<file path="config.mk">
export PLATFORM = sky130hd
export DESIGN_NAME = cvtp_queue
export DESIGN_NICKNAME = d
export VERILOG_FILES = /design/src/sv/cvtp_pkg.sv /design/src/sv/cvtp_queue.sv
export SDC_FILE = /design/constraint.sdc
export NUM_CORES = 1
export LEC_CHECK = 0
export BUFFER_PORTS_ARGS = -buffer_cell sky130_fd_sc_hd__buf_2
export CAP_MARGIN = 20
export CORE_MARGIN = 1
export CORE_UTILIZATION = 35
export DETAILED_ROUTE_END_ITERATION = 7
export GPL_TIMING_DRIVEN = 0
export PLACE_DENSITY = 0.66
export SYNTH_ARGS = -nofsm -noshare
export SYNTH_HDL_FRONTEND = slang
export SYNTH_SLANG_ARGS = --single-unit
</file>
<file path="constraint.sdc">
create_clock -name aclk -period 19.2 [get_ports aclk]
set_input_delay 0.96 -clock aclk [delete_from_list [all_inputs] [get_ports aclk]]
set_output_delay 0.96 -clock aclk [all_outputs]
set_load 0.01 [all_outputs]
</file>
<file path="src/sv/cvtp_pkg.sv">
// Shared types, constants and helpers of the track predictor core.
package cvtp_pkg;

    localparam int MAX_STEPS = 64;
    localparam int STEP_W = $clog2(MAX_STEPS);
    localparam int VAR_W = 39;
    localparam logic [VAR_W-1:0] VAR_CAP = 39'h40_0000_0000;
    localparam logic [31:0] ONE_Q16 = 32'h0001_0000;
    localparam logic [15:0] CONF_ONE = 16'hFFFF;
    localparam int IN_W = 320;
    localparam int OUT_W = 232;

    typedef enum logic [2:0] {
        REG_STEP_TIME    = 3'd0,
        REG_STEP_DUR     = 3'd1,
        REG_RESULT_COUNT = 3'd2,
        REG_ACCEL_X      = 3'd3,
        REG_ACCEL_Y      = 3'd4,
        REG_CEILING      = 3'd5,
        REG_DECAY        = 3'd6
    } reg_idx_t;

    typedef struct packed {
        logic [31:0] step_time;
        logic [31:0] step_dur;
        logic [6:0]  result_count;
        logic [31:0] accel_x;
        logic [31:0] accel_y;
        logic [31:0] ceiling;
        logic [15:0] decay;
    } cfg_t;

    typedef struct packed {
        logic [31:0] px;
        logic [31:0] py;
        logic [31:0] dx;
        logic [31:0] dy;
        logic [31:0] vx;
        logic [31:0] vy;
        logic [15:0] cpos;
        logic [15:0] cvel;
        logic [62:0] stamp;
    } desc_t;

    function automatic logic [VAR_W-1:0] sat_var(input logic [VAR_W:0] v);
        if (v > {1'b0, VAR_CAP}) begin
            return VAR_CAP;
        end
        return v[VAR_W-1:0];
    endfunction

endpackage

</file>
<file path="src/sv/cvtp_queue.sv">
// Two-entry queue of object descriptors between front and back end.
module cvtp_queue
    import cvtp_pkg::*;
(
    input  logic  aclk,
    input  logic  aresetn,
    input  logic  push,
    input  desc_t wdata,
    output logic  full,
    output logic  valid,
    output desc_t rdata,
    input  logic  pop
);

    desc_t      mem_reg [0:1];
    logic       wr_reg;
    logic       rd_reg;
    logic [1:0] cnt_reg;

    always_ff @(posedge aclk) begin
        if (!aresetn) begin
            wr_reg  <= 1'b0;
            rd_reg  <= 1'b0;
            cnt_reg <= '0;
        end else begin
            if (push) begin
                mem_reg[wr_reg] <= wdata;
                wr_reg          <= !wr_reg;
            end
            if (pop) begin
                rd_reg <= !rd_reg;
            end
            cnt_reg <= cnt_reg + {1'b0, push} - {1'b0, pop};
        end
    end

    assign full  = (cnt_reg == 2'd2);
    assign valid = (cnt_reg != 2'd0);
    assign rdata = mem_reg[rd_reg];

endmodule

</file>
### After elaboration in Yosys (flattened, before gate mapping)

Memory sizes are Yosys's and may differ from the RTL's. A register that Yosys moved wholly into a read port is not among the register bits.
Cells that the tools add are included.

* register bits: 4
* RAM bits: 574
* input port bits: 291
* output and inout port bits: 289
* word-level logic and storage cells: 15
* memories kept: 1

* $add $sub $neg: 2
* equality and inequality tests: 1
* muxes and demuxes: 5
* reductions and logical operators: 3

Memory list
* mem_reg: words 2, bits a word 287, read ports 1, clocked after memory_dff 1, wr ports 1, RTL line cvtp_queue.sv:15 `desc_t mem_reg [0:1];`

Operators by type and width (count)
* 1-bit 2-to-1 mux: 5
* 2-bit by 1-bit adder with 2-bit output: 1
* 2-bit == test (second input constant): 1
* 1-bit zero test: 2
* 2-bit nonzero test: 1
* 2-bit by 1-bit subtractor with 2-bit output: 1

### Logic depth before layout (Yosys ltp)

* word-level depth: 3
* depth in mapped cells: 6
* depth with buffers taken out: 6

### Worst setup path after synthesis

No wires, ideal clock.

* path kind: input port to flip-flop
* start point: input aresetn
* end point: memory mem_reg[0][0] in the netlist's numbering (enable)
* setup time: 0.950 ns
* arrival: 13.046 ns
* required time: 18.250 ns
* setup slack: 5.204 ns
* cell stages on the path: 2
* buffers on the path: 0
* cells stage by stage: nand2_1 nor2_1

* cells in the longest elaborated chain, start to end: 2

RTL lines
* start: declaration: RTL line cvtp_queue.sv:6 `input logic aresetn,`
* 1-bit 2-to-1 mux: RTL line cvtp_queue.sv:21 `if (!aresetn) begin`
* 1-bit 2-to-1 mux (implied by the code): RTL line cvtp_queue.sv:27 `mem_reg[wr_reg] <= wdata;`
* end: declaration: RTL line cvtp_queue.sv:15

Every way passes these cells.

==> results.yml <==
synthesis:
  synth_common_cells: "edfxtp_1, mux2_4, mux2_2, buf_6"
  synth_edf_count: 574
  synth_top_area_frac: 0.7874
  yosys.cell_count.top_type: "edfxtp_1"
  ys_warn_count: 0
  synth_area_leaders: "edfxtp_1, mux2_4, mux2_2"
  ys_ff_latch: 579
  synth_nets: 1208
  avgSynthCellArea_um2: 23.92
  async_reset_ff_frac: 0
  yosys.cell_types.count: 16
  yosysTopAreaCell: "edfxtp_1"
  synthFlopType: "edfxtp_1"
  syn_inst: 915
  synth-seq-area-share: 0.7920
  synth_area_um2: 21890
global_route:
  grt_util_met1: 0.1560
  grt_busiest_layer: "met2"
  grt_pass1_wl_mm: 69.00
  overflow: 0
  antenna_found_initial: 15
  grt_max_degree: 66
  grt_pass1_vias: 11618
  grt_util_met3: 0.04985
  grt_util_met2: 0.2546
  grt_util_all_layers: 0.1443
worst_setup_path:
  reg2reg_from: "wr_reg$_SDFFE_PN0P_"
  required_ns: 18.24
  cp.arrival_ns: 2.08
  start_kind: "flop"
  rrSetupSlack_ns: 16.54
  end_kind: "output port"
  crit_slowest_cell: "mux2_4"
  critPathTopFamily: "buffers and inverters"
  cp_max_fo: 10
  crit_buf_inv: 4
  crit_path_max_incr_delay_ns: 0.37
  worstReg2RegEnd: "mem_reg[0][106]$_DFFE_PP_"
  cpMostUsedCell: "buf_6"
  reg2reg_depth: 7
  critPathKind: "flop to output port"
  worstPathCellList: "buf_6, buf_6, buf_6, mux2_4, buf_2"
min_path:
  min_path_cells: 1
  min-delay-start: "wdata[21]"
  min_to: "mem_reg[0][21]$_DFFE_PP_"
  hold_path.class: "input port to flop"
floorplanning:
  fp-row-count: 91
  ios: 580
  die_w_um: 252.1
  design.core.area_um2: 61710
  start_util: 0.3547
  dieArea_um2: 63550
  die_h_um: 252.1
clock_tree:
  cts.clk_slew.worst_paths_ns: 0.06
  post_cts_resize_count: 0
  root_buffer: "clkbuf_16"
  cts_tree: "yes"
  clock_sinks: 579
  hold_buffers: 0
  cts.htree.levels: 2
  worst_skew_pair.late_latency_ns: 0.59
  post-cts-setup-buffer-count: 0
  clock_path_buffers: 3
  numCtsBuffers: 59
drt:
  post_drt_wl_per_cell_um: 19.44
  vias: 10991
  drtIter0Drc: 483
  drc_errors: 0
  avgViaCountPerCell: 4.468
  antenna_left: 0
  wl_mm: 47.82
  drtPass1Iterations: 4
timing:
  slew_violations: 0
  rsz0062_at_grt: "false"
  clock_skew_ns: 0.01063
  fin_ws_ns: 16.16
  setup_violations: 0
  whs_ns: 0.5526
  final-hold-violation-count: 0
  period_share: 0.1584
  min_period_ns: 3.041
  tns_ns: 0
  fmax_mhz: 328.9
  tightest_slew_ns: 0.6652
  slew_headroom: 0.5555
pwr:
  power.total_uw: 2855
  vdd_drop_max_mv: 0.07378
  powerDensity_nw_per_um2: 101.7
  power.leakage_uw: 0.01086
place:
  place.gp.congestion: 0.7598
  numPortBuffers: 579
  post-place-ws_ns: 15.63
  hpwl_mm: 34.90
  placed_area_um2: 26230
layout:
  area_delta_synth_final_pct: 28.26
  largest_reg_flops: 574
  fin_area_um2: 28080
  drive_gt1_frac: 0.6178
  nFillCells: 5365
  fin_nets: 1864
status:
  outcome: "finished clean"
flow_run:
  drv_cap: 0
[metal layers]
| layer | wire (um) | part of all wire |
|---|---|---|
| met5 | 116 | 0.0024 |
| met3 | 3887 | 0.081 |
| met1 | 17100 | 0.36 |
| met2 | 24860 | 0.52 |
| met4 | 1855 | 0.039 |
[final cells by class]
type                            instances  area, um2  share of cell area
Clock buffer                           75       1579             0.05624
Multi-Input combinational cell        302       4230              0.1507
Clock inverter                         32      254.0            0.009046
Sequential cell                       579      17340              0.6175
Timing Repair Buffer                  595       3278              0.1168
Inverter                                2      7.507           0.0002674
Buffer                                 32      329.1             0.01172
Antenna cell                            6      15.01           0.0005348
Tap cell                              837       1047             0.03730
[logic make-up after synthesis]
group         count (synthesis)  share of synthesized area
fa+ha+maj                     2                   0.001143
mux                         287                     0.1871
simple gates                 10                   0.002629
buf+inv                      34                    0.01537
xor+xnor                      3                   0.001829
flops                       579                     0.7920
[through the flow]
step                  util  instances
floorplan                -        915
global placement    0.4187       2331
detailed placement  0.4250       2347
CTS                 0.4547       2454
global route        0.4549       2459
finish              0.4550       2460
[layout by cell type (no fill, tap or decap)]
cell type,n
xor2_1,2
clkbuf_1,14
buf_16,8
and2_1,4
inv_1,2
mux2_4,230
ha_1,2
buf_6,27
xnor3_1,1
diode_2,6
bufinv_16,4
nor2_4,1
clkinv_2,15
and3_4,1
mux2_2,57
clkbuf_16,61
nand2_1,1
buf_12,8
nor2b_1,2
dfxtp_1,5
clkinv_1,11
edfxtp_1,574
buf_2,584
clkinv_4,2
or2_2,1
[worst max path at each step]
stage | endpoint | slack (ns) | depth (start not counted)
finish | rdata[219] | 16.16 | 5
global route | rdata[219] | 16.04 | 5
CTS | rdata[219] | 16.05 | 5
detailed placement | mem_reg[0][106]$_DFFE_PP_ | 15.63 | 9
global placement | mem_reg[0][157]$_DFFE_PP_ | -1.77 | 3
floorplan | mem_reg[0][0]$_DFFE_PP_ | 5.20 | 2
[report_power, final]
part           internal (uW)  switching [uW]  leakage, uW
Combinational            162             157      0.00464
Sequential              1450            11.5      0.00531
Clock                    630             448     0.000909
Total                   2240             617       0.0109
Power figures use the tool's default switching activity.
