$ cat src/sv/cvtp_pkg.sv
// Shared types, constants and helpers of the track predictor core.
package cvtp_pkg;

    localparam int MAX_STEPS = 64;
    localparam int STEP_W = $clog2(MAX_STEPS);
    localparam int VAR_W = 39;
    localparam logic [VAR_W-1:0] VAR_CAP = 39'h40_0000_0000;
    localparam logic [31:0] ONE_Q16 = 32'h0001_0000;
    localparam logic [15:0] CONF_ONE = 16'hFFFF;
    localparam int IN_W = 320;
    localparam int OUT_W = 232;

    typedef enum logic [2:0] {
        REG_STEP_TIME    = 3'd0,
        REG_STEP_DUR     = 3'd1,
        REG_RESULT_COUNT = 3'd2,
        REG_ACCEL_X      = 3'd3,
        REG_ACCEL_Y      = 3'd4,
        REG_CEILING      = 3'd5,
        REG_DECAY        = 3'd6
    } reg_idx_t;

    typedef struct packed {
        logic [31:0] step_time;
        logic [31:0] step_dur;
        logic [6:0]  result_count;
        logic [31:0] accel_x;
        logic [31:0] accel_y;
        logic [31:0] ceiling;
        logic [15:0] decay;
    } cfg_t;

    typedef struct packed {
        logic [31:0] px;
        logic [31:0] py;
        logic [31:0] dx;
        logic [31:0] dy;
        logic [31:0] vx;
        logic [31:0] vy;
        logic [15:0] cpos;
        logic [15:0] cvel;
        logic [62:0] stamp;
    } desc_t;

    function automatic logic [VAR_W-1:0] sat_var(input logic [VAR_W:0] v);
        if (v > {1'b0, VAR_CAP}) begin
            return VAR_CAP;
        end
        return v[VAR_W-1:0];
    endfunction

endpackage

$ cat src/sv/cvtp_back.sv
// Back end: plays out the run of predictions for one object, one beat per cycle while the output is not stalled.
module cvtp_back
    import cvtp_pkg::*;
(
    input  logic             aclk,
    input  logic             aresetn,
    input  cfg_t             cfg,
    input  logic             q_valid,
    input  desc_t            q_data,
    output logic             q_pop,
    output logic             m_tvalid,
    input  logic             m_tready,
    output logic [OUT_W-1:0] m_tdata,
    output logic             m_tlast
);

    desc_t             cur_reg;
    logic              busy_reg;
    logic [STEP_W-1:0] k_reg;
    logic [STEP_W-1:0] last_k_reg;
    logic              m_tvalid_reg;
    logic [OUT_W-1:0]  m_tdata_reg;
    logic              m_tlast_reg;

    logic [STEP_W-1:0] last_k;
    logic              emit;
    logic [31:0]       nx, ny;
    logic [62:0]       nstamp;
    logic [31:0]       cp_prod, cv_prod;
    logic [15:0]       ncp, ncv;

    always_comb begin
        if (cfg.result_count == 7'd0) begin
            last_k = '0;
        end else if (cfg.result_count > 7'(MAX_STEPS)) begin
            last_k = STEP_W'(MAX_STEPS - 1);
        end else begin
            last_k = STEP_W'(cfg.result_count - 7'd1);
        end
    end

    assign q_pop   = !busy_reg && q_valid;
    assign emit    = busy_reg && (!m_tvalid_reg || m_tready);
    assign nx      = cur_reg.px + cur_reg.dx;
    assign ny      = cur_reg.py + cur_reg.dy;
    assign nstamp  = cur_reg.stamp + {31'b0, cfg.step_dur};
    assign cp_prod = {16'b0, cur_reg.cpos} * {16'b0, cfg.decay};
    assign cv_prod = {16'b0, cur_reg.cvel} * {16'b0, cfg.decay};
    assign ncp     = (k_reg == '0) ? cur_reg.cpos : cp_prod[31:16];
    assign ncv     = (k_reg == '0) ? cur_reg.cvel : cv_prod[31:16];

    always_ff @(posedge aclk) begin
        if (!aresetn) begin
            busy_reg     <= 1'b0;
            m_tvalid_reg <= 1'b0;
            k_reg        <= '0;
        end else begin
            if (q_pop) begin
                cur_reg    <= q_data;
                k_reg      <= '0;
                last_k_reg <= last_k;
                busy_reg   <= 1'b1;
            end
            if (emit) begin
                m_tvalid_reg  <= 1'b1;
                m_tdata_reg   <= {3'b0, k_reg, nstamp, ncv, ncp, cur_reg.vy, cur_reg.vx,
                                  ny, nx};
                m_tlast_reg   <= (k_reg == last_k_reg);
                cur_reg.px    <= nx;
                cur_reg.py    <= ny;
                cur_reg.stamp <= nstamp;
                cur_reg.cpos  <= ncp;
                cur_reg.cvel  <= ncv;
                k_reg         <= k_reg + 1'b1;
                if (k_reg == last_k_reg) begin
                    busy_reg <= 1'b0;
                end
            end else if (m_tready) begin
                m_tvalid_reg <= 1'b0;
            end
        end
    end

    assign m_tvalid = m_tvalid_reg;
    assign m_tdata  = m_tdata_reg;
    assign m_tlast  = m_tlast_reg;

endmodule

$ cat config.mk
export PLATFORM = sky130hd
export DESIGN_NAME = cvtp_back
export DESIGN_NICKNAME = d
export VERILOG_FILES = /design/src/sv/cvtp_pkg.sv /design/src/sv/cvtp_back.sv
export SDC_FILE = /design/constraint.sdc
export NUM_CORES = 2
export LEC_CHECK = 0
export BUFFER_PORTS_ARGS = -buffer_cell sky130_fd_sc_hd__buf_2
export CAP_MARGIN = 0
export CORE_MARGIN = 4
export CORE_UTILIZATION = 40
export CTS_BUF_LIST = sky130_fd_sc_hd__clkbuf_4 sky130_fd_sc_hd__clkbuf_8 sky130_fd_sc_hd__clkbuf_16
export DETAILED_ROUTE_END_ITERATION = 8
export PLACE_DENSITY = 0.58
export SLEW_MARGIN = 10
export SYNTH_ARGS = -nofsm -noshare
export SYNTH_HDL_FRONTEND = slang
export SYNTH_SLANG_ARGS = --single-unit
$ cat constraint.sdc
create_clock -name aclk -period 30 [get_ports aclk]
set_input_delay 6 -clock aclk [delete_from_list [all_inputs] [get_ports aclk]]
set_output_delay 6 -clock aclk [all_outputs]
set_load 0.1 [all_outputs]
# [Yosys cells after proc, flatten, opt, wreduce, memory -nomap -nowiden]
# Index checks and enable logic that the tools add are counted.
[word_totals] latch_bits=0 out_inout_bits=235 reg_bits=531 word_cells=49 memories=0 rom_bits=0 ram_bits=0
[op_classes] n_bitwise=0 eq_ne=1 n_addsub=5 n_div=0 muxes=13 n_shift=0 n_reduce_logical=12 n_lt_le_gt_ge=1 multipliers=2
[ops] cell="287-bit 2-to-1 mux" count=1
[ops] cell="95-bit 2-to-1 mux" count=1
[ops] cell="32-bit adder" count=2
[ops] cell="16-bit by 16-bit multiplier with 32-bit output" count=2
[ops] cell="64-bit 2-to-1 mux" count=1
[ops] cell="63-bit by 32-bit adder with 63-bit output" count=1
[ops] cell="16-bit 2-to-1 mux" count=2
[ops] cell="6-bit 2-to-1 mux" count=3
[ops] cell="7-bit greater-than comparator (second input constant)" count=1
[ops] cell="7-bit zero test" count=1
[ops] cell="6-bit by 1-bit adder with 6-bit output (second input constant)" count=1
[ops] cell="6-bit == test" count=1
[ops] cell="6-bit zero test" count=1
[ops] cell="2-bit AND reduction" count=3
[ops] cell="6-bit by 1-bit subtractor with 6-bit output (second input constant)" count=1
[ops] cell="1-bit 2-to-1 mux" count=5
[ops] cell="2-bit nonzero test" count=2
[ops] cell="1-bit logical AND" count=2
[ops] cell="1-bit zero test" count=2
[ops] cell="1-bit logical OR" count=1

# [Depth between registers and ports, before layout]
[depth] ltp_word=5 depth_mapped=24 ltp_nobuf=23

# [Worst setup path after synthesis]
# Ideal clock, no wire load.
[synth_timing] kind="input to register" start="in aresetn" end="reg cur_reg[0] (netlist bit), enable pin" setup_slack_ns=15.489 arrival_ns=14.061 stages=3 path_cell_list="clkbuf_1 and3_1 or2_2"
[synth_between] elab_chain_cells=1
[synth_rtl] item="from (decl)" line="cvtp_back.sv:6" rtl="input logic aresetn,"
[synth_rtl] item="2-bit AND reduction (no source line)"
[synth_rtl] item="to (signal assigned)" line="cvtp_back.sv:59" rtl="cur_reg <= q_data;"
[synth_rtl] item="to (decl)" line="cvtp_back.sv:17" rtl="desc_t cur_reg;"
# Every way passes these cells.
# A chain may end at the register's enable or synchronous reset.

# [Worst setup path in the final report]
[layout_timing] start="in q_valid" end="out q_pop"
[layout_between] elab_chain_cells=1
[layout_rtl] item="from (decl)" line="cvtp_back.sv:8" rtl="input logic q_valid,"
[layout_rtl] item="1-bit logical AND" line="cvtp_back.sv:42" rtl="assign q_pop = !busy_reg && q_valid;"
[layout_rtl] item="to (decl)" line="cvtp_back.sv:10" rtl="output logic q_pop,"
# Every way passes these cells.

==> run metrics <==
status=finished clean; Psw=2.49 mW; Starting Density=40.5%; Crit Path Max Fanout=22; number of synthesized register bits=531; RSZ-0062 raised after global routing=no; clock root cell=clkbuf_16; final setup TNS=0 ns; Gate power share=66.3%; DR DRC count=0; die height=324 µm; largest net degree at the start of global routing=183; CP endpoint kind=output port; Detail Placement HPWL=98100 µm; row count=115; Cells after Synth=3557; clock power share=15.3%; Max-Cap Viols=0; antenna-violating nets left=0; crit-path cells=buf_2 -> nand2b_1 -> inv_6 -> buf_2; r2r setup slk=22.31 ns; initial antenna violation count=51; first-pass GRT wire length=192000 µm; CP startpoint=q_valid; H-tree levels=2; Tcrit/Tclk final=43.9%; CP peak stage delay=0.52 ns; Worst-Margin Slew=1.10 ns; Crit-path slowest cell=buf_2; gr ovfl total=0; Internal Pwr Total=2.72 mW; hold path depth=0; drt via density=5.28; Power Dens Cells=112 nW/µm²; share of cells above drive strength 1=18.0%; cell taking the most area after synthesis=edfxtp_1; crit start category=primary input; GPL Wtd Cong=0.932; CP arrival=7.16 ns; critical path data required time=24.00 ns; GRT Total Usage=24.3%; yosys warns=0; CTS Buffer Depth=3; top cells by area, synth=edfxtp_1, fa_1, ha_1; skew final=0.0788 ns; Die ar.=105000 µm²; number of global-route vias before repair=29700; reg-to-reg critical path endpoint=cur_reg[75]$_DFFE_PP_; fin crit period=13.16 ns; CTS buffer count=61; clk slew on worst S/H paths=0.06 ns; core area=98900 µm²; Layout area overhead=16.0%; number of port buffers=577; Die W=324 µm; post-synth cell types=82; CTS resizes=0; max reg flops=287; hold crit path type=flip-flop to flip-flop; kind of critical path=primary input to output port; Critical R2R Launch=cur_reg[72]$_DFFE_PP_; register area share after synthesis=39.6%; I/O pins=709; CP dominant cell by count=buf_2; final cell count without fillers=5454; fill count=9156; post-CTS setup buffer count=0; drt pass-1 iters=5; Post-synth EDFFs=523; detailed-route via count=28800; relative slew slack=26.5%; Critical Path End=q_pop; Mean Syn Cell Area=11.3 µm²; top cell type's share of synthesized area=39.2%; Final setup viols=0; leak pwr=20.5 nW; worst reg-to-reg path cell count=20; # hold bufs at CTS=0; Peak VDD IR=157 µV; Fin. Hold Viols=0; Most used DFF post-synth=edfxtp_1; fin nets=5240; max-slew violation count=0; DP Cell Count=5301; sw frac=47.7%; clk sinks=531; proportion of power drawn by flip-flops and latches=18.4%; worst skew pair latency=0.71 ns; routed len/inst=23.7 µm; initial DRC count=1985; Hold Slack=0.415 ns; synthesized area=40000 µm²; Fmax=76.0 MHz; final wirelength=129000 µm; TritonCTS clock tree=yes; fraction of registers with async set/reset=0%
-- layout by cell type, fill, tap and decap left out, types with 57 or more instances in the layout --
master / instances
a21oi_1: 140
a22o_1: 142
and2_1: 238
buf_2: 577
clkbuf_16: 61
edfxtp_1: 523
fa_1: 389
ha_1: 300
inv_1: 503
nand2_1: 398
nor2_1: 108
o21ai_0: 74
xnor2_1: 97
xor2_1: 57
-- worst max-delay path: cells and delay by family --
family / cells / cell delay, ns
simple gates: 1 / 0.23
buf+inv: 3 / 0.90
-- worst min-delay path by stage --
stage                              to  slack, ns                    from
2_1_floorplan  m_tdata[100]$_DFFE_PP_       0.40   cur_reg[99]$_DFFE_PP_
3_3_place_gp   m_tdata[116]$_DFFE_PP_       0.40  cur_reg[115]$_DFFE_PP_
3_5_place_dp   m_tdata[110]$_DFFE_PP_       0.40  cur_reg[109]$_DFFE_PP_
4_1_cts        m_tdata[120]$_DFFE_PP_       0.41  cur_reg[119]$_DFFE_PP_
5_1_grt         m_tdata[72]$_DFFE_PP_       0.42  cur_reg[135]$_DFFE_PP_
6_report       m_tdata[120]$_DFFE_PP_       0.42  cur_reg[119]$_DFFE_PP_
-- power by group through the flow --
stage | logic [mW] | registers [mW] | clock network [mW]
floorplan | 2.48 | 1.09 | 0
global placement | 3.41 | 0.974 | 0
detailed placement | 3.44 | 0.974 | 0
CTS | 3.47 | 0.960 | 0.815
global route | 3.94 | 0.965 | 0.850
finish | 3.45 | 0.959 | 0.797
-- metrics by stage --
step / power [mW] / setup WS, ns / instance area, µm² / utilization (%)
6_report: 5.21 / 16.84 / 46400 / 47.0
3_5_place_dp: 4.41 / 16.69 / 44200 / 44.7
3_3_place_gp: 4.38 / 16.74 / 44200 / 44.7
5_1_grt: 5.76 / 16.76 / 46400 / 46.9
2_1_floorplan: 3.57 / 15.49 / 40100 / -
4_1_cts: 5.25 / 16.80 / 46400 / 46.9
-- cell type report --
cell class,instances,area [µm²],share of cell area (%)
antenna,38,95.1,0.205
clock buffer,71,1600,3.45
clock inverter,44,547,1.18
inverter,504,1900,4.08
multi-input combinational,2375,21700,46.8
sequential,531,15900,34.2
tap,1287,1610,3.47
timing repair buffer,604,3100,6.68
-- cell families (layout without fill, tap and decap cells) --
kind of cell / Yosys count / after routing / synth area share (%)
AO/OA/AOI/OAI: 597 / 597 / 10.7
XOR/XNOR: 154 / 154 / 3.37
adder cells (fa/ha/maj): 691 / 691 / 28.9
buffers and inverters: 653 / 1223 / 6.18
flip-flops: 531 / 531 / 39.6
multiplexers: 1 / 1 / 0.0250
other: 1 / 41 / 0.00936
AND/OR/NAND/NOR: 929 / 929 / 11.2
-- synthesized netlist by cell type (74+ instances only) --
library cell and n:
inv_1 503, fa_1 389, and2_1 240, clkbuf_1 139, a22o_1 142, nand2_1 399
nor2_1 108, ha_1 300, xnor2_1 97, o21ai_0 74, edfxtp_1 523, a21oi_1 140
-- routing by layer --
metal	global-route usage, %	part of all wire [%]
met1	30.8	40
met2	38.8	46
met3	6.46	8.4
met4	11.8	5.1
met5	0	0.096
Note: power is estimated with default switching activity, not from simulation.
