### config.mk
export PLATFORM = sky130hd
export DESIGN_NAME = cvtp_front
export DESIGN_NICKNAME = d
export VERILOG_FILES = /design/src/sv/cvtp_pkg.sv /design/src/sv/cvtp_div.sv /design/src/sv/cvtp_front.sv
export SDC_FILE = /design/constraint.sdc
export NUM_CORES = 2
export LEC_CHECK = 0
export BUFFER_PORTS_ARGS = -buffer_cell sky130_fd_sc_hd__buf_2
export CELL_PAD_IN_SITES_DETAIL_PLACEMENT = 1
export CELL_PAD_IN_SITES_GLOBAL_PLACEMENT = 1
export CORE_AREA = 2 2 385 540
export CTS_CLUSTER_DIAMETER = 30
export DETAILED_ROUTE_END_ITERATION = 6
export DIE_AREA = 0 0 387 542
export PLACE_DENSITY_LB_ADDON = 0.25
export SLEW_MARGIN = 20
export SYNTH_ARGS = -nofsm -noshare
export SYNTH_HDL_FRONTEND = slang
export SYNTH_HIERARCHICAL = 1
export SYNTH_SLANG_ARGS = --single-unit
### constraint.sdc
create_clock -name aclk -period 25.9 [get_ports aclk]
set_clock_uncertainty 0.15 [all_clocks]
set_input_delay 3.885 -clock aclk [delete_from_list [all_inputs] [get_ports aclk]]
set_output_delay 3.885 -clock aclk [all_outputs]
set_load 0.005 [all_outputs]
### src/sv/cvtp_pkg.sv
// Shared types, constants and helpers of the track predictor core.
package cvtp_pkg;

    localparam int MAX_STEPS = 64;
    localparam int STEP_W = $clog2(MAX_STEPS);
    localparam int VAR_W = 39;
    localparam logic [VAR_W-1:0] VAR_CAP = 39'h40_0000_0000;
    localparam logic [31:0] ONE_Q16 = 32'h0001_0000;
    localparam logic [15:0] CONF_ONE = 16'hFFFF;
    localparam int IN_W = 320;
    localparam int OUT_W = 232;

    typedef enum logic [2:0] {
        REG_STEP_TIME    = 3'd0,
        REG_STEP_DUR     = 3'd1,
        REG_RESULT_COUNT = 3'd2,
        REG_ACCEL_X      = 3'd3,
        REG_ACCEL_Y      = 3'd4,
        REG_CEILING      = 3'd5,
        REG_DECAY        = 3'd6
    } reg_idx_t;

    typedef struct packed {
        logic [31:0] step_time;
        logic [31:0] step_dur;
        logic [6:0]  result_count;
        logic [31:0] accel_x;
        logic [31:0] accel_y;
        logic [31:0] ceiling;
        logic [15:0] decay;
    } cfg_t;

    typedef struct packed {
        logic [31:0] px;
        logic [31:0] py;
        logic [31:0] dx;
        logic [31:0] dy;
        logic [31:0] vx;
        logic [31:0] vy;
        logic [15:0] cpos;
        logic [15:0] cvel;
        logic [62:0] stamp;
    } desc_t;

    function automatic logic [VAR_W-1:0] sat_var(input logic [VAR_W:0] v);
        if (v > {1'b0, VAR_CAP}) begin
            return VAR_CAP;
        end
        return v[VAR_W-1:0];
    endfunction

endpackage

### src/sv/cvtp_div.sv
// Restoring divider giving a 16-bit fraction quotient, one bit per cycle.
module cvtp_div
    import cvtp_pkg::*;
(
    input  logic        aclk,
    input  logic        aresetn,
    input  logic        start,
    input  logic [31:0] rem_init,
    input  logic [31:0] den,
    output logic        done,
    output logic [15:0] quo
);

    logic [32:0] r_reg;
    logic [15:0] q_reg;
    logic [3:0]  cnt_reg;
    logic        busy_reg;
    logic        done_reg;
    logic [32:0] sh;

    assign sh = {r_reg[31:0], 1'b0};

    always_ff @(posedge aclk) begin
        if (!aresetn) begin
            busy_reg <= 1'b0;
            done_reg <= 1'b0;
            cnt_reg  <= '0;
        end else if (start) begin
            r_reg    <= {1'b0, rem_init};
            q_reg    <= '0;
            cnt_reg  <= '0;
            busy_reg <= 1'b1;
            done_reg <= 1'b0;
        end else if (busy_reg) begin
            if (sh >= {1'b0, den}) begin
                r_reg <= sh - {1'b0, den};
                q_reg <= {q_reg[14:0], 1'b1};
            end else begin
                r_reg <= sh;
                q_reg <= {q_reg[14:0], 1'b0};
            end
            cnt_reg <= cnt_reg + 4'd1;
            if (cnt_reg == 4'd15) begin
                busy_reg <= 1'b0;
                done_reg <= 1'b1;
            end
        end
    end

    assign done = done_reg;
    assign quo  = q_reg;

endmodule

### src/sv/cvtp_front.sv
// Front end: takes object beats and works out steps and confidences.
module cvtp_front
    import cvtp_pkg::*;
(
    input  logic            aclk,
    input  logic            aresetn,
    input  cfg_t            cfg,
    input  logic            s_tvalid,
    output logic            s_tready,
    input  logic [IN_W-1:0] s_tdata,
    output logic            q_push,
    output desc_t           q_data,
    input  logic            q_full
);

    typedef enum logic [2:0] {
        ST_IDLE, ST_MUL, ST_SUM, ST_MEAN, ST_CLASS, ST_DIV, ST_PUSH
    } state_t;

    typedef enum logic [3:0] {
        OP_DX, OP_DY, OP_DT2, OP_DT3, OP_DT4, OP_T1X, OP_T1Y,
        OP_T2X, OP_T2Y, OP_T3X, OP_T3Y
    } op_t;

    state_t state_reg;
    op_t    op_reg;
    logic [1:0] ph_reg;

    logic            in_valid_reg;
    logic [IN_W-1:0] in_data_reg;

    logic [31:0] px_reg, py_reg, vx_reg, vy_reg;
    logic [31:0] vpx_reg, vpy_reg, vvx_reg, vvy_reg;
    logic [62:0] stamp_reg;

    logic [VAR_W-1:0] prod_reg [0:10];
    logic [51:0] plo_reg, phi_reg;
    logic [VAR_W-1:0] pxx_reg, pyy_reg, pvx_reg, pvy_reg;
    logic [VAR_W-1:0] mp_reg, mv_reg;
    logic lo_p_reg, hi_p_reg, lo_v_reg, hi_v_reg;

    logic [VAR_W-1:0] op_a;
    logic [31:0] op_b;
    logic [19:0] mul_x;
    logic [51:0] mul_p;
    logic [71:0] full;
    logic [55:0] q56;
    logic [VAR_W-1:0] qsat;
    logic [47:0] dfull;
    logic        neg;
    logic        div_start;
    logic        div_p_done, div_v_done;
    logic [15:0] quo_p, quo_v;
    logic [VAR_W:0] mean_p_sum, mean_v_sum;

    assign s_tready = !in_valid_reg;

    always_comb begin
        op_a = '0;
        op_b = '0;
        neg  = 1'b0;
        case (op_reg)
            OP_DX: begin
                op_a = {7'b0, vx_reg};
                op_b = cfg.step_time;
                neg  = vx_reg[31];
            end
            OP_DY: begin
                op_a = {7'b0, vy_reg};
                op_b = cfg.step_time;
                neg  = vy_reg[31];
            end
            OP_DT2: begin
                op_a = {7'b0, cfg.step_time};
                op_b = cfg.step_time;
            end
            OP_DT3: begin
                op_a = prod_reg[OP_DT2];
                op_b = cfg.step_time;
            end
            OP_DT4: begin
                op_a = prod_reg[OP_DT3];
                op_b = cfg.step_time;
            end
            OP_T1X: begin
                op_a = prod_reg[OP_DT2];
                op_b = vvx_reg;
            end
            OP_T1Y: begin
                op_a = prod_reg[OP_DT2];
                op_b = vvy_reg;
            end
            OP_T2X: begin
                op_a = prod_reg[OP_DT4];
                op_b = cfg.accel_x;
            end
            OP_T2Y: begin
                op_a = prod_reg[OP_DT4];
                op_b = cfg.accel_y;
            end
            OP_T3X: begin
                op_a = prod_reg[OP_DT2];
                op_b = cfg.accel_x;
            end
            OP_T3Y: begin
                op_a = prod_reg[OP_DT2];
                op_b = cfg.accel_y;
            end
            default: begin
                op_a = '0;
                op_b = '0;
            end
        endcase
    end

    assign mul_x = (ph_reg == 2'd0) ? op_a[19:0] : {1'b0, op_a[38:20]};
    assign mul_p = {32'b0, mul_x} * {20'b0, op_b};
    assign full  = {phi_reg, 20'b0} + {20'b0, plo_reg};
    assign q56   = full[71:16];
    assign qsat  = (q56 > {17'b0, VAR_CAP}) ? VAR_CAP : q56[VAR_W-1:0];
    assign dfull = full[47:0] - (neg ? {cfg.step_time[15:0], 32'b0} : 48'b0);

    assign mean_p_sum = {1'b0, pxx_reg} + {1'b0, pyy_reg};
    assign mean_v_sum = {1'b0, pvx_reg} + {1'b0, pvy_reg};

    assign div_start = (state_reg == ST_CLASS);

    cvtp_div u_div_p (
        .aclk     (aclk),
        .aresetn  (aresetn),
        .start    (div_start),
        .rem_init (cfg.ceiling - mp_reg[31:0]),
        .den      (cfg.ceiling - ONE_Q16),
        .done     (div_p_done),
        .quo      (quo_p)
    );

    cvtp_div u_div_v (
        .aclk     (aclk),
        .aresetn  (aresetn),
        .start    (div_start),
        .rem_init (cfg.ceiling - mv_reg[31:0]),
        .den      (cfg.ceiling - ONE_Q16),
        .done     (div_v_done),
        .quo      (quo_v)
    );

    always_ff @(posedge aclk) begin
        if (!aresetn) begin
            state_reg    <= ST_IDLE;
            in_valid_reg <= 1'b0;
            op_reg       <= OP_DX;
            ph_reg       <= '0;
        end else begin
            if (s_tvalid && s_tready) begin
                in_valid_reg <= 1'b1;
                in_data_reg  <= s_tdata;
            end
            case (state_reg)
                ST_IDLE: begin
                    if (in_valid_reg) begin
                        px_reg       <= in_data_reg[31:0];
                        py_reg       <= in_data_reg[63:32];
                        vx_reg       <= in_data_reg[95:64];
                        vy_reg       <= in_data_reg[127:96];
                        vpx_reg      <= in_data_reg[159:128];
                        vpy_reg      <= in_data_reg[191:160];
                        vvx_reg      <= in_data_reg[223:192];
                        vvy_reg      <= in_data_reg[255:224];
                        stamp_reg    <= in_data_reg[318:256];
                        in_valid_reg <= 1'b0;
                        op_reg       <= OP_DX;
                        ph_reg       <= '0;
                        state_reg    <= ST_MUL;
                    end
                end
                ST_MUL: begin
                    case (ph_reg)
                        2'd0: begin
                            plo_reg <= mul_p;
                            ph_reg  <= 2'd1;
                        end
                        2'd1: begin
                            phi_reg <= mul_p;
                            ph_reg  <= 2'd2;
                        end
                        default: begin
                            if (op_reg == OP_DX || op_reg == OP_DY) begin
                                prod_reg[op_reg] <= {7'b0, dfull[47:16]};
                            end else begin
                                prod_reg[op_reg] <= qsat;
                            end
                            ph_reg <= 2'd0;
                            if (op_reg == OP_T3Y) begin
                                state_reg <= ST_SUM;
                            end else begin
                                op_reg <= op_t'(op_reg + 4'd1);
                            end
                        end
                    endcase
                end
                ST_SUM: begin
                    pxx_reg <= sat_var({8'b0, vpx_reg} + {1'b0, prod_reg[OP_T1X]}
                                       + {3'b0, prod_reg[OP_T2X][VAR_W-1:2]});
                    pyy_reg <= sat_var({8'b0, vpy_reg} + {1'b0, prod_reg[OP_T1Y]}
                                       + {3'b0, prod_reg[OP_T2Y][VAR_W-1:2]});
                    pvx_reg <= sat_var({8'b0, vvx_reg} + {1'b0, prod_reg[OP_T3X]});
                    pvy_reg <= sat_var({8'b0, vvy_reg} + {1'b0, prod_reg[OP_T3Y]});
                    state_reg <= ST_MEAN;
                end
                ST_MEAN: begin
                    mp_reg    <= mean_p_sum[VAR_W:1];
                    mv_reg    <= mean_v_sum[VAR_W:1];
                    state_reg <= ST_CLASS;
                end
                ST_CLASS: begin
                    lo_p_reg  <= mp_reg <= {7'b0, ONE_Q16};
                    hi_p_reg  <= mp_reg >= {7'b0, cfg.ceiling};
                    lo_v_reg  <= mv_reg <= {7'b0, ONE_Q16};
                    hi_v_reg  <= mv_reg >= {7'b0, cfg.ceiling};
                    state_reg <= ST_DIV;
                end
                ST_DIV: begin
                    if (div_p_done && div_v_done) begin
                        state_reg <= ST_PUSH;
                    end
                end
                ST_PUSH: begin
                    if (!q_full) begin
                        state_reg <= ST_IDLE;
                    end
                end
                default: begin
                    state_reg <= ST_IDLE;
                end
            endcase
        end
    end

    assign q_push = (state_reg == ST_PUSH) && !q_full;

    always_comb begin
        q_data.px    = px_reg;
        q_data.py    = py_reg;
        q_data.dx    = prod_reg[OP_DX][31:0];
        q_data.dy    = prod_reg[OP_DY][31:0];
        q_data.vx    = vx_reg;
        q_data.vy    = vy_reg;
        q_data.cpos  = lo_p_reg ? CONF_ONE : (hi_p_reg ? 16'd0 : quo_p);
        q_data.cvel  = lo_v_reg ? CONF_ONE : (hi_v_reg ? 16'd0 : quo_v);
        q_data.stamp = stamp_reg;
    end

endmodule

### Word-level counts from Yosys, hierarchy flattened

Memories as Yosys holds them, arrays and structs flattened.
Cells that the tools add are included.

| cells by class | value |
|---|---|
| $mul | 1 |
| add/subtract/negate cells | 18 |
| reductions and logical operators | 33 |
| eq/ne operators | 25 |
| divide/modulo/power cells | 0 |
| shift operators | 0 |
| bitwise operators | 2 |
| multiplexer cells | 73 |
| $lt $le $gt $ge | 11 |

Operators with widths:

| cell | number |
|---|---|
| 2-to-1 mux 39 bit | 10 |
| case mux 39 bit (6 select lines) | 1 |
| 2-to-1 mux 32 bit | 6 |
| adder 32 x 39 -> 40 bit | 4 |
| > comparator 40 x 39 -> 1 bit (second input constant) | 4 |
| case mux 32 bit (5 select lines) | 1 |
| subtractor 32 bit | 4 |
| 2-to-1 mux 16 bit | 6 |
| adder 39 x 39 -> 40 bit | 2 |
| adder 40 x 37 -> 40 bit | 2 |
| >= comparator 39 x 32 -> 1 bit | 2 |
| less-or-equal comparator 39 x 17 -> 1 bit (second input constant) | 2 |
| adder 72 x 52 -> 72 bit | 1 |
| >= comparator 33 x 32 -> 1 bit | 2 |
| > comparator 56 x 39 -> 1 bit (second input constant) | 1 |
| multiplier 20 x 32 -> 52 bit | 1 |
| 2-to-1 mux 48 bit | 1 |
| subtractor 48 bit | 1 |
| 2-to-1 mux 1 bit | 33 |
| subtractor 32 x 17 -> 32 bit (second input constant) | 1 |
| case mux 3 bit (7 select lines) | 1 |
| == test 4 bit (second input constant) | 5 |
| 2-to-1 mux 20 bit | 1 |
| AND reduction 2 bit | 9 |
| 29 further kinds | 62 |

| word-level totals | value |
|---|---|
| memory bits (writable) | 429 |
| output and inout port bits | 289 |
| memories | 1 |
| memory bits (read-only) | 0 |
| bits in latches | 0 |
| register bits | 1098 |

Memory list:

| memory | words | bits a word | read ports | clocked after memory_dff | write ports | RTL line | text |
|---|---|---|---|---|---|---|---|
| prod_reg | 11 | 39 | 11 | 0 | 1 | cvtp_front.sv:36 | `logic [VAR_W-1:0] prod_reg [0:10];` |

### Longest topological paths before layout

| logic depth | value |
|---|---|
| depth after elaboration | 8 |
| depth in mapped cells | 42 |
| mapped depth without buffers | 38 |

### Hierarchy

Netlist, hierarchy kept.

By module, submodules not included:

| module | seq. area each (um^2) | area each (um^2) | cells each | times used |
|---|---|---|---|---|
| cvtp_front | 41489.8 | 85049.1 | 7152 | 1 |
| cvtp_div | 1561.5 | 4360.4 | 492 | 2 |

### Worst setup path before layout

Ideal clock, no wire load.

| timing | value |
|---|---|
| path kind | input port to flip-flop |
| from | in aresetn |
| to | reg pvx_reg[0] (enable) |
| setup time | 1.057 ns |
| cell stages on the path | 2 |
| arrival | 18.900 ns |
| required time | 24.693 ns |
| setup slack | 5.793 ns |
| cells stage by stage | clkbuf_1 nor4bb_1 |

| between the ends | value |
|---|---|
| longest elaborated chain between the ends | 1 |

Ends and longest elaborated chain:

| item | RTL line | text |
|---|---|---|
| start: declaration | cvtp_front.sv:6 | `input logic aresetn,` |
| AND reduction 2 bit (no line) | n/a |  |
| end signal: assignment | cvtp_front.sv:207 | `pvx_reg <= sat_var({8'b0, vvx_reg} + {1'b0, prod_reg[OP_T3X]});` |
| end: declaration | cvtp_front.sv:38 | `logic [VAR_W-1:0] pxx_reg, pyy_reg, pvx_reg, pvy_reg;` |

Every way passes these cells.
A chain may end at the register's enable or synchronous reset.

### Final worst setup path

| timing | value |
|---|---|
| from | in cfg[178] (netlist name) |
| to | reg plo_reg[51] (data pin) |

| between the ends | value |
|---|---|
| longest elaborated chain between the ends | 3 |
| elaborated cells on any way between the ends | 4 |
| those cells by class | 1 x mul; 3 x mux |

Ends and longest elaborated chain:

| item | RTL line | text |
|---|---|---|
| start: declaration | cvtp_front.sv:7 | `input cfg_t cfg,` |
| case mux 39 bit (6 select lines) | cvtp_front.sv:62 | `case (op_reg)` |
| 2-to-1 mux 20 bit | cvtp_front.sv:116 | `assign mul_x = (ph_reg == 2'd0) ? op_a[19:0] : {1'b0, op_a[38:20]};` |
| multiplier 20 x 32 -> 52 bit (*) | cvtp_front.sv:117 | `assign mul_p = {32'b0, mul_x} * {20'b0, op_b};` |
| via mul_p[51] | cvtp_front.sv:45 | `logic [51:0] mul_p;` |
| end signal: assignment | cvtp_front.sv:180 | `plo_reg <= mul_p;` |
| end: declaration | cvtp_front.sv:37 | `logic [51:0] plo_reg, phi_reg;` |

The timed path passes the listed nets; every way through them passes the cells marked *.

==> results.yml <==
detailed_routing:
  drc: 0
  firstDrtPassIters: 6
  vias_per_cell: 5.788
  ant_nets: 0
  wirelength_microns: 345200
  drtIter0Drc: 4912
  vias: 69330
  wl_per_cell_microns: 28.83
synth:
  synth_top_family_by_area: "adder cells"
  syn_avg_cell_area_sq_um: 11.53
  synth-simple-area-share_pct: 10.32
  synth-compound-area-share_pct: 11.27
  ys_seq_area_share_pct: 47.58
  synthesis.nets: 9885
  syn_inst: 8136
  synth_edf_count: 1471
  synth-xor-area-share_pct: 3.745
  ys.warnings.count: 6
  synthesis.area_sq_um: 93770
  synthMuxAreaShare_pct: 0.6578
  synth_cell_type_count: 96
  synth-seq-cells: 1493
  synth-async-reset-ratio_pct: 0
  yosys.area_share.adder_pct: 21.47
  ys.flop_type: "edfxtp_1"
job:
  maxCapViolations: 0
sta:
  hold_viol: 0
  grt_setup_unrepaired: "false"
  setup_tns_ps: 0
  period_needed_ps: 13200
  fmax_mhz: 75.76
  period_share_pct: 50.96
  max_slew.worst_pin.slew_ps: 1262
  setup_violations: 0
  worst_slack_ps: 12700
  max-slew-margin-rel_pct: 15.82
  drv_slew: 0
global_route:
  antenna_found_initial: 72
  grt_first_pass_wirelength_microns: 496200
  grt_max_degree: 152
  track_usage_pct: 32.57
  overflow: 0
  grt_pass1_vias: 75030
placed_design:
  place_congestion: 1.011
  dp_hpwl_microns: 269200
  preCtsSetupSlack_ps: 12150
  port_buffers: 739
  placedInstanceArea_sq_um: 101400
layout:
  drive_above_1_share_pct: 16.72
  fin_area_sq_um: 111100
  final_nets: 10790
  area_growth_pct: 18.43
  largest_reg_flops: 411
  nFillCells: 21270
critical_path:
  slowest_stage: "a221oi_1"
  crit_type: "input pin to flip-flop"
  critPathMaxStageDelay_ps: 910
  cp_common_cell: "fa_1"
  startpoint_type: "input pin"
  worst-endpoint-arrival_ps: 13610
  crit_path_max_fanout: 19
  required_ps: 26310
  end_kind: "flip-flop"
clocking:
  cts_hold_buf: 0
  cts_setup_buffers: 0
  clkSlewWorstSetupHoldPaths_ps: 50
  cts_tree: "yes"
  cts_buffer_depth: 4
  htreeDepth: 5
  cts_sinks: 1493
  root_buffer: "clkbuf_16"
  clock_latency_ps: 850
  cts_buffers: 285
  post_cts_resized: 0
die:
  row_count: 197
  start_util_pct: 45.78
  coreArea_sq_um: 204800
  die-area_sq_um: 209800
  ioPinCount: 796
  fp.dieH_microns: 542
  die_w_microns: 387
worst_hold_path:
  min_path_type: "flip-flop to flip-flop"
run_status:
  status: "finished clean"
[layout by cell type (no fill, tap or decap), drive strengths merged, types with 30 or more instances in the layout]
master       n
clkinvlp    35
nand3       94
and2        64
xor2       150
o22ai       32
buf        878
o21a        58
o21bai      71
nand2      776
nor3        99
clkbuf     313
o21ai      268
a221o       41
edfxtp    1471
clkinv      88
nor2b      116
a221oi      67
xnor2      251
ha         630
nor2       652
inv       1010
nor4        39
a22oi       87
mux2        45
diode       30
a31oi       40
fa         612
nand2b      68
a21o       235
and3        53
a21oi      457
nand4       67
[synth_stat cells (all sizes together), types with 16 or more instances]
library cell,n,area share (%)
a211oi,24,0.20
a21boi,26,0.21
a21o,235,1.9
a21oi,457,2.4
a221o,41,0.44
a221oi,67,0.64
a22oi,87,0.70
a31o,19,0.18
a31oi,40,0.29
a41oi,16,0.15
and2,64,0.43
and3,53,0.35
buf,45,0.23
clkbuf,220,0.88
dfxtp,22,0.47
edfxtp,1471,47
fa,612,13
ha,630,8.4
inv,960,3.8
mux2,45,0.54
nand2,776,3.1
nand2b,68,0.45
nand3,94,0.52
nand4,67,0.45
nor2,652,2.6
nor2b,116,0.77
nor3,99,0.55
nor3b,24,0.19
nor4,39,0.28
o211ai,23,0.18
o21a,58,0.46
o21ai,268,1.4
o21bai,71,0.58
o22ai,32,0.24
o31ai,19,0.15
or3,22,0.15
xnor2,251,2.3
xor2,150,1.4
[path summary, 6_finish.rpt]
kind	startpoint	end	slack, ps	depth (start not counted)
worst min-delay path	in_data_reg[237]	vvy_reg[13]	230	0
worst max register to register	op_reg[2]	plo_reg[51]	14100	34
worst min register to register	in_data_reg[237]	vvy_reg[13]	230	0
worst max-delay path	cfg[178]	plo_reg[51]	12700	33
[metrics by stage]
step,hold slack [ps],utilization [%],cells
floorplan,250.3,-,8136
global placement,250.4,49.47,11430
detailed placement,255.2,49.50,11430
CTS,236.6,54.13,11940
global route,247.4,54.19,11950
finish,234.9,54.22,11980
[logic make-up after synthesis]
group / count (synthesis)
AO/OA/AOI/OAI: 1591
AND/OR/NAND/NOR: 2128
XOR/XNOR: 401
flip-flops: 1493
buffers and inverters: 1225
multiplexers: 56
adder cells (fa/ha/maj): 1242
[metal layers]
layer	global-route usage, %	vias up	wire (microns)
li1	-	30400	-
met1	36.01	34890	122700
met2	54.59	2952	164800
met3	7.140	1059	26170
met4	25.52	24	31430
met5	0	-	164
[worst max-delay path: cells and delay by family]
kind	cells	cell delay, ps
fa+ha+maj	8	3940
simple gates	4	440
xor+xnor	1	150
compound gates	14	4380
buf+inv	6	780
[cell type report]
class	instances	area (sq um)	share of cell area, %
antenna	30	75.07	0.06760
inverter	960	3603	3.245
sequential	1493	44610	40.17
multi-input combinational	5418	45070	40.59
timing repair buffer	879	4831	4.350
clock buffer	312	7340	6.609
tap	2686	3361	3.026
clock inverter	199	2161	1.946
Power is left out: the tool's default activity adds up to more than one toggle a clock period on the data nets, which glitch-free logic cannot reach.
